File: config.mk
export PLATFORM = sky130hd
export DESIGN_NAME = model_image_parser_crc
export DESIGN_NICKNAME = d
export VERILOG_FILES = /design/src/hw/rtl/mipc_pkg.sv /design/src/hw/rtl/mipc_front.sv /design/src/hw/rtl/mipc_fifo.sv /design/src/hw/rtl/mipc_back.sv /design/src/hw/rtl/model_image_parser_crc.sv
export VERILOG_INCLUDE_DIRS = /design/src /design/src/hw/rtl
export SDC_FILE = /design/constraint.sdc
export NUM_CORES = 1
export LEC_CHECK = 0
export BUFFER_PORTS_ARGS = -buffer_cell sky130_fd_sc_hd__buf_2
export CORE_AREA = 5 5 379 269
export DETAILED_ROUTE_END_ITERATION = 7
export DIE_AREA = 0 0 384 274
export PLACE_DENSITY_LB_ADDON = 0.12
export SETUP_SLACK_MARGIN = 0.02
export SLEW_MARGIN = 10
export SYNTH_ARGS = -nofsm -noshare
export SYNTH_HDL_FRONTEND = slang
export SYNTH_SLANG_ARGS = --single-unit
File: constraint.sdc
create_clock -name clk -period 11.62 [get_ports clk]
set_input_delay 1.162 -clock clk [delete_from_list [all_inputs] [get_ports clk]]
set_output_delay 1.162 -clock clk [all_outputs]
set_load 0.02 [all_outputs]
File: src/hw/rtl/model_image_parser_crc_assert.svh
// Assertion macros shared by the model image parser RTL.
`ifndef MODEL_IMAGE_PARSER_CRC_ASSERT_SVH
`define MODEL_IMAGE_PARSER_CRC_ASSERT_SVH

// The consequent must hold in the same cycle as the antecedent.
`define MIPC_ASSERT_SAME(label, ante, cons, msg) \
    label: assert property (@(posedge clk) disable iff (!rst_n) (ante) |-> (cons)) \
        else $error(msg);

// The consequent must hold in the cycle after the antecedent.
`define MIPC_ASSERT_NEXT(label, ante, cons, msg) \
    label: assert property (@(posedge clk) disable iff (!rst_n) (ante) |=> (cons)) \
        else $error(msg);

`endif

File: src/hw/rtl/mipc_pkg.sv
// Types and constants shared by the model image parser modules.
package mipc_pkg;

    localparam logic [2:0] ITEM_MIN_N       = 3'd0;
    localparam logic [2:0] ITEM_MAX_N       = 3'd1;
    localparam logic [2:0] ITEM_FEATURE_DIM = 3'd2;
    localparam logic [2:0] ITEM_WCOUNT      = 3'd3;
    localparam logic [2:0] ITEM_WEIGHT      = 3'd4;
    localparam logic [2:0] ITEM_BIAS        = 3'd5;
    localparam logic [2:0] ITEM_STATUS      = 3'd6;

    localparam logic [2:0] ST_OK      = 3'd0;
    localparam logic [2:0] ST_MAGIC   = 3'd1;
    localparam logic [2:0] ST_VERSION = 3'd2;
    localparam logic [2:0] ST_CRC     = 3'd3;
    localparam logic [2:0] ST_COUNT   = 3'd4;
    localparam logic [2:0] ST_TOOMANY = 3'd5;
    localparam logic [2:0] ST_TRUNC   = 3'd6;

    localparam logic [31:0] MAGIC_WORD  = 32'h0052_4C4C;
    localparam logic [31:0] IMG_VERSION = 32'd1;
    localparam logic [31:0] CRC_POLY    = 32'hEDB8_8320;

    localparam logic [5:0] OFF_MAGIC_END = 6'd3;
    localparam logic [5:0] OFF_VER_END   = 6'd5;
    localparam logic [5:0] OFF_MIN_END   = 6'd13;
    localparam logic [5:0] OFF_MAX_END   = 6'd21;
    localparam logic [5:0] OFF_FDIM_END  = 6'd29;
    localparam logic [5:0] OFF_HDR_END   = 6'd33;

    localparam int Q_DEPTH = 4;
    localparam int Q_AW    = $clog2(Q_DEPTH);
    localparam int Q_CW    = $clog2(Q_DEPTH + 1);

    typedef struct packed {
        logic [2:0]  item_type;
        logic [63:0] value;
        logic [15:0] weight_index;
        logic [2:0]  status;
        logic        last;
    } mipc_item_t;

    typedef struct packed {
        logic full;
        logic empty;
    } mipc_q_status_t;

endpackage

File: src/hw/rtl/mipc_front.sv
// Parser front end: header and word assembly, CRC-32 and result generation.
module mipc_front #(
    parameter int MAX_WEIGHTS = 65536
) (
    input  logic                 clk,
    input  logic                 rst_n,
    input  logic                 accept,
    input  logic [7:0]           data_byte,
    input  logic                 start_req,
    output logic                 push,
    output mipc_pkg::mipc_item_t item
);
    import mipc_pkg::*;

    localparam int SW = $clog2(MAX_WEIGHTS + 1);
    localparam logic [31:0] MAX_W32 = 32'(MAX_WEIGHTS);

    typedef enum logic [2:0] {
        PH_IDLE,
        PH_HEADER,
        PH_WEIGHTS,
        PH_BIAS,
        PH_TRAILER,
        PH_DISCARD
    } phase_t;

    phase_t          phase_reg, phase_next;
    logic [5:0]      off_reg, off_next;
    logic [63:0]     asm_reg, asm_next;
    logic [31:0]     crc_reg, crc_next;
    logic [31:0]     wexp_reg, wexp_next;
    logic [SW-1:0]   wseen_reg, wseen_next;
    logic [63:0]     fdim_reg, fdim_next;

    function automatic logic [31:0] crc_step(input logic [31:0] c_in, input logic [7:0] b);
        logic [31:0] c;
        c = c_in ^ {24'd0, b};
        for (int i = 0; i < 8; i++)
        begin
            c = c[0] ? ((c >> 1) ^ CRC_POLY) : (c >> 1);
        end
        return c;
    endfunction

    always_comb
    begin
        phase_t        ph_c;
        logic [5:0]    off_c;
        logic [63:0]   asm_c;
        logic [63:0]   asm_or;
        logic [31:0]   crc_c;
        logic [31:0]   wexp_c;
        logic [SW-1:0] wseen_c;
        logic [SW-1:0] wseen_inc;
        logic [63:0]   fdim_c;
        logic [2:0]    k;
        logic          active;
        logic [31:0]   v32;
        logic [31:0]   idx32;

        phase_next = phase_reg;
        off_next   = off_reg;
        asm_next   = asm_reg;
        crc_next   = crc_reg;
        wexp_next  = wexp_reg;
        wseen_next = wseen_reg;
        fdim_next  = fdim_reg;
        push       = 1'b0;
        item       = '0;

        ph_c    = phase_reg;
        off_c   = off_reg;
        asm_c   = asm_reg;
        crc_c   = crc_reg;
        wexp_c  = wexp_reg;
        wseen_c = wseen_reg;
        fdim_c  = fdim_reg;
        active  = 1'b0;
        k       = 3'd0;
        asm_or  = '0;
        v32     = '0;
        wseen_inc = '0;
        idx32   = 32'(wseen_reg);

        if (accept)
        begin
            if (start_req)
            begin
                if (phase_reg == PH_HEADER || phase_reg == PH_WEIGHTS ||
                    phase_reg == PH_BIAS || phase_reg == PH_TRAILER)
                begin
                    push           = 1'b1;
                    item.item_type = ITEM_STATUS;
                    item.status    = ST_TRUNC;
                    item.last      = 1'b1;
                end
                ph_c    = PH_HEADER;
                off_c   = '0;
                asm_c   = '0;
                crc_c   = '1;
                wexp_c  = '0;
                wseen_c = '0;
                fdim_c  = '0;
                active  = 1'b1;
            end
            else
            begin
                active = !(phase_reg == PH_IDLE || phase_reg == PH_DISCARD);
            end
        end

        if (active)
        begin
            phase_next = ph_c;
            off_next   = off_c;
            wexp_next  = wexp_c;
            wseen_next = wseen_c;
            fdim_next  = fdim_c;
            crc_next   = (ph_c != PH_TRAILER) ? crc_step(crc_c, data_byte) : crc_c;

            if (ph_c == PH_HEADER)
            begin
                if (off_c < 6'd4)
                    k = {1'b0, off_c[1:0]};
                else if (off_c < 6'd6)
                    k = 3'(off_c - 6'd4);
                else if (off_c < 6'd30)
                    k = 3'(off_c - 6'd6);
                else
                    k = {1'b0, 2'(off_c - 6'd30)};
            end
            else
            begin
                k = {1'b0, off_c[1:0]};
            end
            asm_or = asm_c | (64'(data_byte) << {k, 3'b000});
            asm_next = asm_or;

            if (ph_c == PH_HEADER)
            begin
                off_next = off_c + 6'd1;
                if (off_c == OFF_MAGIC_END)
                begin
                    asm_next = '0;
                    if (asm_or[31:0] != MAGIC_WORD)
                    begin
                        push           = 1'b1;
                        item.item_type = ITEM_STATUS;
                        item.status    = ST_MAGIC;
                        item.last      = 1'b1;
                        phase_next     = PH_DISCARD;
                    end
                end
                else if (off_c == OFF_VER_END)
                begin
                    asm_next = '0;
                    if (asm_or[31:0] != IMG_VERSION)
                    begin
                        push           = 1'b1;
                        item.item_type = ITEM_STATUS;
                        item.status    = ST_VERSION;
                        item.last      = 1'b1;
                        phase_next     = PH_DISCARD;
                    end
                end
                else if (off_c == OFF_MIN_END || off_c == OFF_MAX_END ||
                         off_c == OFF_FDIM_END)
                begin
                    asm_next = '0;
                    push     = 1'b1;
                    if (off_c == OFF_MIN_END)
                        item.item_type = ITEM_MIN_N;
                    else if (off_c == OFF_MAX_END)
                        item.item_type = ITEM_MAX_N;
                    else
                    begin
                        item.item_type = ITEM_FEATURE_DIM;
                        fdim_next      = asm_or;
                    end
                    item.value = asm_or;
                end
                else if (off_c >= OFF_HDR_END)
                begin
                    asm_next  = '0;
                    off_next  = '0;
                    wexp_next = asm_or[31:0];
                    push      = 1'b1;
                    if (asm_or[31:0] > MAX_W32)
                    begin
                        item.item_type = ITEM_STATUS;
                        item.status    = ST_TOOMANY;
                        item.last      = 1'b1;
                        phase_next     = PH_DISCARD;
                    end
                    else
                    begin
                        item.item_type = ITEM_WCOUNT;
                        item.value     = {32'd0, asm_or[31:0]};
                        phase_next     = (asm_or[31:0] == 32'd0) ? PH_BIAS : PH_WEIGHTS;
                    end
                end
            end
            else if (k[1:0] != 2'd3)
            begin
                off_next = {4'd0, k[1:0]} + 6'd1;
            end
            else
            begin
                asm_next = '0;
                off_next = '0;
                v32      = asm_or[31:0];
                push     = 1'b1;
                unique case (ph_c)
                    PH_WEIGHTS:
                    begin
                        idx32             = 32'(wseen_c);
                        wseen_inc         = wseen_c + SW'(1);
                        wseen_next        = wseen_inc;
                        item.item_type    = ITEM_WEIGHT;
                        item.value        = {32'd0, v32};
                        item.weight_index = idx32[15:0];
                        if (32'(wseen_inc) >= wexp_c)
                            phase_next = PH_BIAS;
                    end
                    PH_BIAS:
                    begin
                        item.item_type = ITEM_BIAS;
                        item.value     = {32'd0, v32};
                        phase_next     = PH_TRAILER;
                    end
                    default:
                    begin
                        item.item_type = ITEM_STATUS;
                        item.last      = 1'b1;
                        if (v32 != ~crc_c)
                            item.status = ST_CRC;
                        else if ({32'd0, wexp_c} != fdim_c)
                            item.status = ST_COUNT;
                        else
                            item.status = ST_OK;
                        phase_next = PH_IDLE;
                    end
                endcase
            end
        end
    end

    always_ff @(posedge clk or negedge rst_n)
    begin
        if (!rst_n)
        begin
            phase_reg <= PH_IDLE;
            off_reg   <= '0;
            asm_reg   <= '0;
            crc_reg   <= '1;
            wexp_reg  <= '0;
            wseen_reg <= '0;
            fdim_reg  <= '0;
        end
        else
        begin
            phase_reg <= phase_next;
            off_reg   <= off_next;
            asm_reg   <= asm_next;
            crc_reg   <= crc_next;
            wexp_reg  <= wexp_next;
            wseen_reg <= wseen_next;
            fdim_reg  <= fdim_next;
        end
    end

endmodule

File: src/hw/rtl/mipc_fifo.sv
// Short result queue between the parser front end and the output stage.
module mipc_fifo (
    input  logic                     clk,
    input  logic                     rst_n,
    input  logic                     push,
    input  mipc_pkg::mipc_item_t     push_item,
    input  logic                     pop,
    output mipc_pkg::mipc_item_t     pop_item,
    output mipc_pkg::mipc_q_status_t stat
);
    import mipc_pkg::*;

    mipc_item_t      mem [Q_DEPTH];
    logic [Q_AW-1:0] wr_ptr_reg, wr_ptr_next;
    logic [Q_AW-1:0] rd_ptr_reg, rd_ptr_next;
    logic [Q_CW-1:0] count_reg, count_next;
    logic            do_push;
    logic            do_pop;

    assign stat.full  = (count_reg == Q_CW'(Q_DEPTH));
    assign stat.empty = (count_reg == '0);
    assign do_push    = push && !stat.full;
    assign do_pop     = pop && !stat.empty;
    assign pop_item   = mem[rd_ptr_reg];

    always_comb
    begin
        wr_ptr_next = do_push ? wr_ptr_reg + Q_AW'(1) : wr_ptr_reg;
        rd_ptr_next = do_pop ? rd_ptr_reg + Q_AW'(1) : rd_ptr_reg;
        count_next  = count_reg;
        if (do_push && !do_pop)
            count_next = count_reg + Q_CW'(1);
        else if (do_pop && !do_push)
            count_next = count_reg - Q_CW'(1);
    end

    always_ff @(posedge clk)
    begin
        if (do_push)
            mem[wr_ptr_reg] <= push_item;
    end

    always_ff @(posedge clk or negedge rst_n)
    begin
        if (!rst_n)
        begin
            wr_ptr_reg <= '0;
            rd_ptr_reg <= '0;
            count_reg  <= '0;
        end
        else
        begin
            wr_ptr_reg <= wr_ptr_next;
            rd_ptr_reg <= rd_ptr_next;
            count_reg  <= count_next;
        end
    end

endmodule

File: src/hw/rtl/mipc_back.sv
// Output stage: registers queued results onto the master stream.
module mipc_back (
    input  logic                     clk,
    input  logic                     rst_n,
    input  mipc_pkg::mipc_q_status_t q_stat,
    input  mipc_pkg::mipc_item_t     q_item,
    output logic                     pop,
    input  logic                     m_axis_tready,
    output logic                     m_axis_tvalid,
    // value[63:0], weight_index[79:64], status[82:80], zero fill[87:83]
    output logic [87:0]              m_axis_tdata,
    // item_type[2:0]
    output logic [2:0]               m_axis_tuser,
    output logic                     m_axis_tlast
);
    import mipc_pkg::*;

    logic       valid_reg, valid_next;
    mipc_item_t item_reg;

    assign pop        = !q_stat.empty && (!valid_reg || m_axis_tready);
    assign valid_next = pop ? 1'b1 : (m_axis_tready ? 1'b0 : valid_reg);

    always_ff @(posedge clk or negedge rst_n)
    begin
        if (!rst_n)
            valid_reg <= 1'b0;
        else
            valid_reg <= valid_next;
    end

    always_ff @(posedge clk)
    begin
        if (pop)
            item_reg <= q_item;
    end

    assign m_axis_tvalid = valid_reg;
    assign m_axis_tdata  = {5'd0, item_reg.status, item_reg.weight_index, item_reg.value};
    assign m_axis_tuser  = item_reg.item_type;
    assign m_axis_tlast  = item_reg.last;

endmodule

File: src/hw/rtl/model_image_parser_crc.sv
// Top level of the streaming model image parser with CRC-32 check.
//
// The block takes one image byte per cycle and gives at most one result per byte, so it
// sustains one byte per clock for as long as the consumer takes results; the rate is set
// by the byte step of the parser front end (field assembly plus an eight-bit CRC-32
// update, done combinationally for each byte). A result passes from the parser through
// a four-entry result queue and an output register to the master stream, and the input
// stalls only when that queue is full. A non-ok final status means that every word
// already delivered for that image must be dropped.
`include "model_image_parser_crc_assert.svh"

module model_image_parser_crc #(
    parameter int MAX_WEIGHTS = 65536
) (
    input  logic        clk,
    input  logic        rst_n,
    input  logic        s_axis_tvalid,
    output logic        s_axis_tready,
    // data_byte[7:0]
    input  logic [7:0]  s_axis_tdata,
    // start_req[0]
    input  logic [0:0]  s_axis_tuser,
    output logic        m_axis_tvalid,
    input  logic        m_axis_tready,
    // value[63:0], weight_index[79:64], status[82:80], zero fill[87:83]
    output logic [87:0] m_axis_tdata,
    // item_type[2:0]
    output logic [2:0]  m_axis_tuser,
    output logic        m_axis_tlast
);
    import mipc_pkg::*;

    logic           accept;
    logic           push;
    logic           pop;
    mipc_item_t     push_item;
    mipc_item_t     pop_item;
    mipc_q_status_t q_stat;

    assign s_axis_tready = !q_stat.full;
    assign accept        = s_axis_tvalid && s_axis_tready;

    mipc_front #(
        .MAX_WEIGHTS(MAX_WEIGHTS)
    ) u_front (
        .clk       (clk),
        .rst_n     (rst_n),
        .accept    (accept),
        .data_byte (s_axis_tdata),
        .start_req (s_axis_tuser[0]),
        .push      (push),
        .item      (push_item)
    );

    mipc_fifo u_fifo (
        .clk       (clk),
        .rst_n     (rst_n),
        .push      (push),
        .push_item (push_item),
        .pop       (pop),
        .pop_item  (pop_item),
        .stat      (q_stat)
    );

    mipc_back u_back (
        .clk           (clk),
        .rst_n         (rst_n),
        .q_stat        (q_stat),
        .q_item        (pop_item),
        .pop           (pop),
        .m_axis_tready (m_axis_tready),
        .m_axis_tvalid (m_axis_tvalid),
        .m_axis_tdata  (m_axis_tdata),
        .m_axis_tuser  (m_axis_tuser),
        .m_axis_tlast  (m_axis_tlast)
    );

    `MIPC_ASSERT_SAME(a_last_is_status, m_axis_tvalid && m_axis_tlast, m_axis_tuser == ITEM_STATUS, "last result is not a status")
    `MIPC_ASSERT_SAME(a_data_status_ok, m_axis_tvalid && !m_axis_tlast, m_axis_tdata[82:80] == ST_OK, "data result carries a nonzero status")
    `MIPC_ASSERT_SAME(a_no_push_when_full, q_stat.full, !s_axis_tready && !accept, "input accepted while result queue is full")
    `MIPC_ASSERT_NEXT(a_push_fills_queue, push && !pop, !q_stat.empty, "pushed result did not reach the queue")

endmodule
==> metrics.txt <==
Synth Flop Type=edfxtp_1; Syn Area/Cell=around 14 sq um; worst path bufs/invs=4; Mapped Area=just under 30000 sq um; Worst-Margin Slew=1.18 ns; die width=around 380 um; critical path arrival=7.39 ns; Inserted Clock Buffers=72; cells after synthesis=between 2000 and 2500; Port Buf Inserts=approximately 100; worst min-delay path class=reg2reg; first-pass GRT wire length=between 100000 and 150000 um; register area share after synthesis=~64%; LEAKAGE=roughly 12 nW; # hold bufs at CTS=0; drt drc=0; boundary pin count=107; maximum vdd drop=about 100 uV; max incr delay on CP=around 0.78 ns; detailed router's first-iteration violation count=1576; H-Tree Depth=3; initial antenna violation count=5; CTS sink count=661; synth warn=0; Setup WS post-layout=4.49 ns; Filler cells=between 9000 and 10000; Seq pwr share=between 30 and 40%; DR vias=around 18000; row cnt=96; part of the power in the clock network=a little over a quarter; crit-path max FO=approximately 60; top area cells in the synthesized netlist=edfxtp_1 (45%), dfrtp_1 (17%), mux4_2 (6.7%); status=complete, no violations; Largest register FFs=approximately 350; CP top delay family=simple AND/OR/NAND/NOR gates; Initial Utilization=between 20 and 30%; total track usage=between 15 and 20%; leading area contributor after synthesis=edfxtp_1; Synth top area share=roughly 45%; Pre-antenna DRT Iters=6; asr flop ratio synth=roughly a third; share of cells above drive strength 1=18.3%; Sw Ratio=between 30% and 40%; most common library cells after synthesis=edfxtp_1 (435), nand2_1 (201), dfrtp_1 (194); sequence of cells on the critical path=nor3b_4, inv_2, nand3_4, buf_4, nand2_1, inv_1, ha_1, a21boi_0, a32o_1, a21oi_1, a2bb2oi_1, nor4_2, a31oi_1, nor4_2, nor2_2, and2_4, buf_4; DIE AREA=~110000 sq um; CP Class=reg2reg; Die Ht=274 um; Tmin final=between 7 and 8 ns; largest net degree at the start of global routing=102; post-cts sizing count=0; count leader, synth=edfxtp_1; Core Area=between 90000 and 100000 sq um; setup_tns=0 ns; Max-Cap Viols=0; Min Hold Slack=between 0.4 and 0.5 ns; clock skew=around 0.029 ns; Final #Nets=around 2200; number of library cell types mapped by synthesis=between 90 and 100; CP Launch Type=flop; CTS clock-pin slew for the worst setup and hold paths=about 0.060 ns; final hold viol count=0; hpwl dp=55500 um; Most flops, register=u_fifo.mem; area delta synth->final=14.5%; vias per cell=just over 5; endpoint class of the critical path=flop; FMAX=between 100 and 150 MHz; CTS Buffer Depth=3; Switch Pwr=3.00 mW; # Post-CTS Setup Buffers=0; global route overflow=0; dpl ws=approximately 4.4 ns; worst path required time=around 12 ns; final setup violation count=0; DRT Wirelength=~86000 um; CP max stage cell=a21oi_1; Int Power=~5.3 mW; CTS tree=yes; Rel. slew slack=21.5%; Clk Latency, worst-skew pair=~0.65 ns; Post-DRT Antenna Nets=0; vias in the first global route=18700; unrepaired setup endpoints after global routing=no; pwr/cell area=249 nW/um^2; final slew viol count=0; combinational power share=about a third; Placer Congestion=between 0.8 and 0.9; Seq cells post-synth=around 660; final worst-path cycle share=between 60% and 70%; clock root buffer master=clkbuf_16; number of flops mapped to enable cells by yosys=435; Register Area=roughly 19000 sq um; multi-input logic area=approximately 9700 sq um; Wirelength per Cell=between 20 and 25 um
-- worst paths after layout --
kind | from | endpoint | slack (ns) | depth (start not counted)
max | u_fifo.count_reg[0] | u_fifo.mem[1][63] | 4.49 | 17
min | u_front.fdim_reg[42] | u_front.fdim_reg[42] | 0.48 | 2
max reg2reg | u_fifo.count_reg[0] | u_fifo.mem[1][63] | 4.49 | 17
min reg2reg | u_front.fdim_reg[42] | u_front.fdim_reg[42] | 0.48 | 2
max in group asynchronous | rst_n | u_fifo.rd_ptr_reg[1] | 8.66 | 3
min in group asynchronous | rst_n | u_front.asm_reg[46] | 0.58 | 1
-- worst min-delay path: cells and delay by family (launching register included) --
family / cells / cell delay, ns
compound gates: 1 / 0.06
flops: 1 / 0.34
simple gates: 1 / 0.05
-- power groups by stage --
stage,Clock [mW],Sequential [mW],Combinational [mW]
after floorplan,0,3.32,1.82
after global placement,0,3.36,2.74
after detailed placement,0,3.36,2.75
after CTS,2.36,3.32,2.76
after global routing,2.45,3.36,2.95
final,2.28,3.32,2.72
-- metal layers --
| layer | vias up | track usage, % | wire length [um] |
|---|---|---|---|
| met5 | - | 0 | 21 |
| met1 | 9401 | 24.3 | 41900 |
| li1 | 8063 | - | - |
| met2 | 568 | 24.1 | 37100 |
| met3 | 133 | 3.92 | 5450 |
| met4 | 4 | 3.64 | 1520 |
-- per-stage QoR --
step	area, sq um	util, %	power [mW]	cells
final	33300	34.2	8.32	3550
after global routing	33300	34.2	8.77	3549
after CTS	33300	34.2	8.43	3549
after detailed placement	31000	31.8	6.11	3420
after global placement	31000	31.8	6.10	3420
after floorplan	29100	-	5.14	2102
-- final cells by class --
class                           count  area share, %
Antenna cell                        1        0.00751
Clock buffer                       95           5.92
Clock inverter                     34           1.02
Inverter                           25          0.282
Multi-Input combinational cell   1278           29.2
Sequential cell                   661           56.3
Tap cell                         1323           4.97
Timing Repair Buffer              133           2.27
-- placed cells by master, fill, tap and decap left out, types with 7 or more instances in the layout --
| cell type | count |
|---|---|
| a21oi_1 | 40 |
| nand3_1 | 22 |
| inv_1 | 24 |
| o21ai_0 | 147 |
| and3_1 | 8 |
| dfrtp_1 | 192 |
| xnor2_1 | 102 |
| mux4_2 | 87 |
| nor3_1 | 23 |
| nor2_1 | 125 |
| and2_1 | 21 |
| clkbuf_16 | 75 |
| xor2_1 | 57 |
| clkbuf_1 | 18 |
| nand2_1 | 201 |
| edfxtp_1 | 435 |
| ha_1 | 29 |
| a22oi_1 | 19 |
| mux2_2 | 7 |
| a22o_1 | 121 |
| o211ai_1 | 13 |
| dfstp_2 | 32 |
| or3_1 | 8 |
| clkinv_1 | 12 |
| buf_2 | 100 |
| nor2b_1 | 36 |
| nor4_1 | 31 |
| buf_4 | 32 |
| o22ai_1 | 13 |
| clkinv_2 | 9 |
| nand4_1 | 20 |
-- cells by family (layout without fill, tap and decap cells) --
logic type | after synthesis | count (layout) | share of synthesized area, %
fa+ha+maj | 30 | 30 | 1.32
other cells | 1 | 6 | 0.0129
xor+xnor | 164 | 164 | 5.06
simple gates | 541 | 541 | 9.01
flops | 661 | 661 | 64.5
compound gates | 440 | 440 | 10.6
mux | 98 | 98 | 7.15
buf+inv | 163 | 287 | 2.36
(Power assumes the default switching activity.)
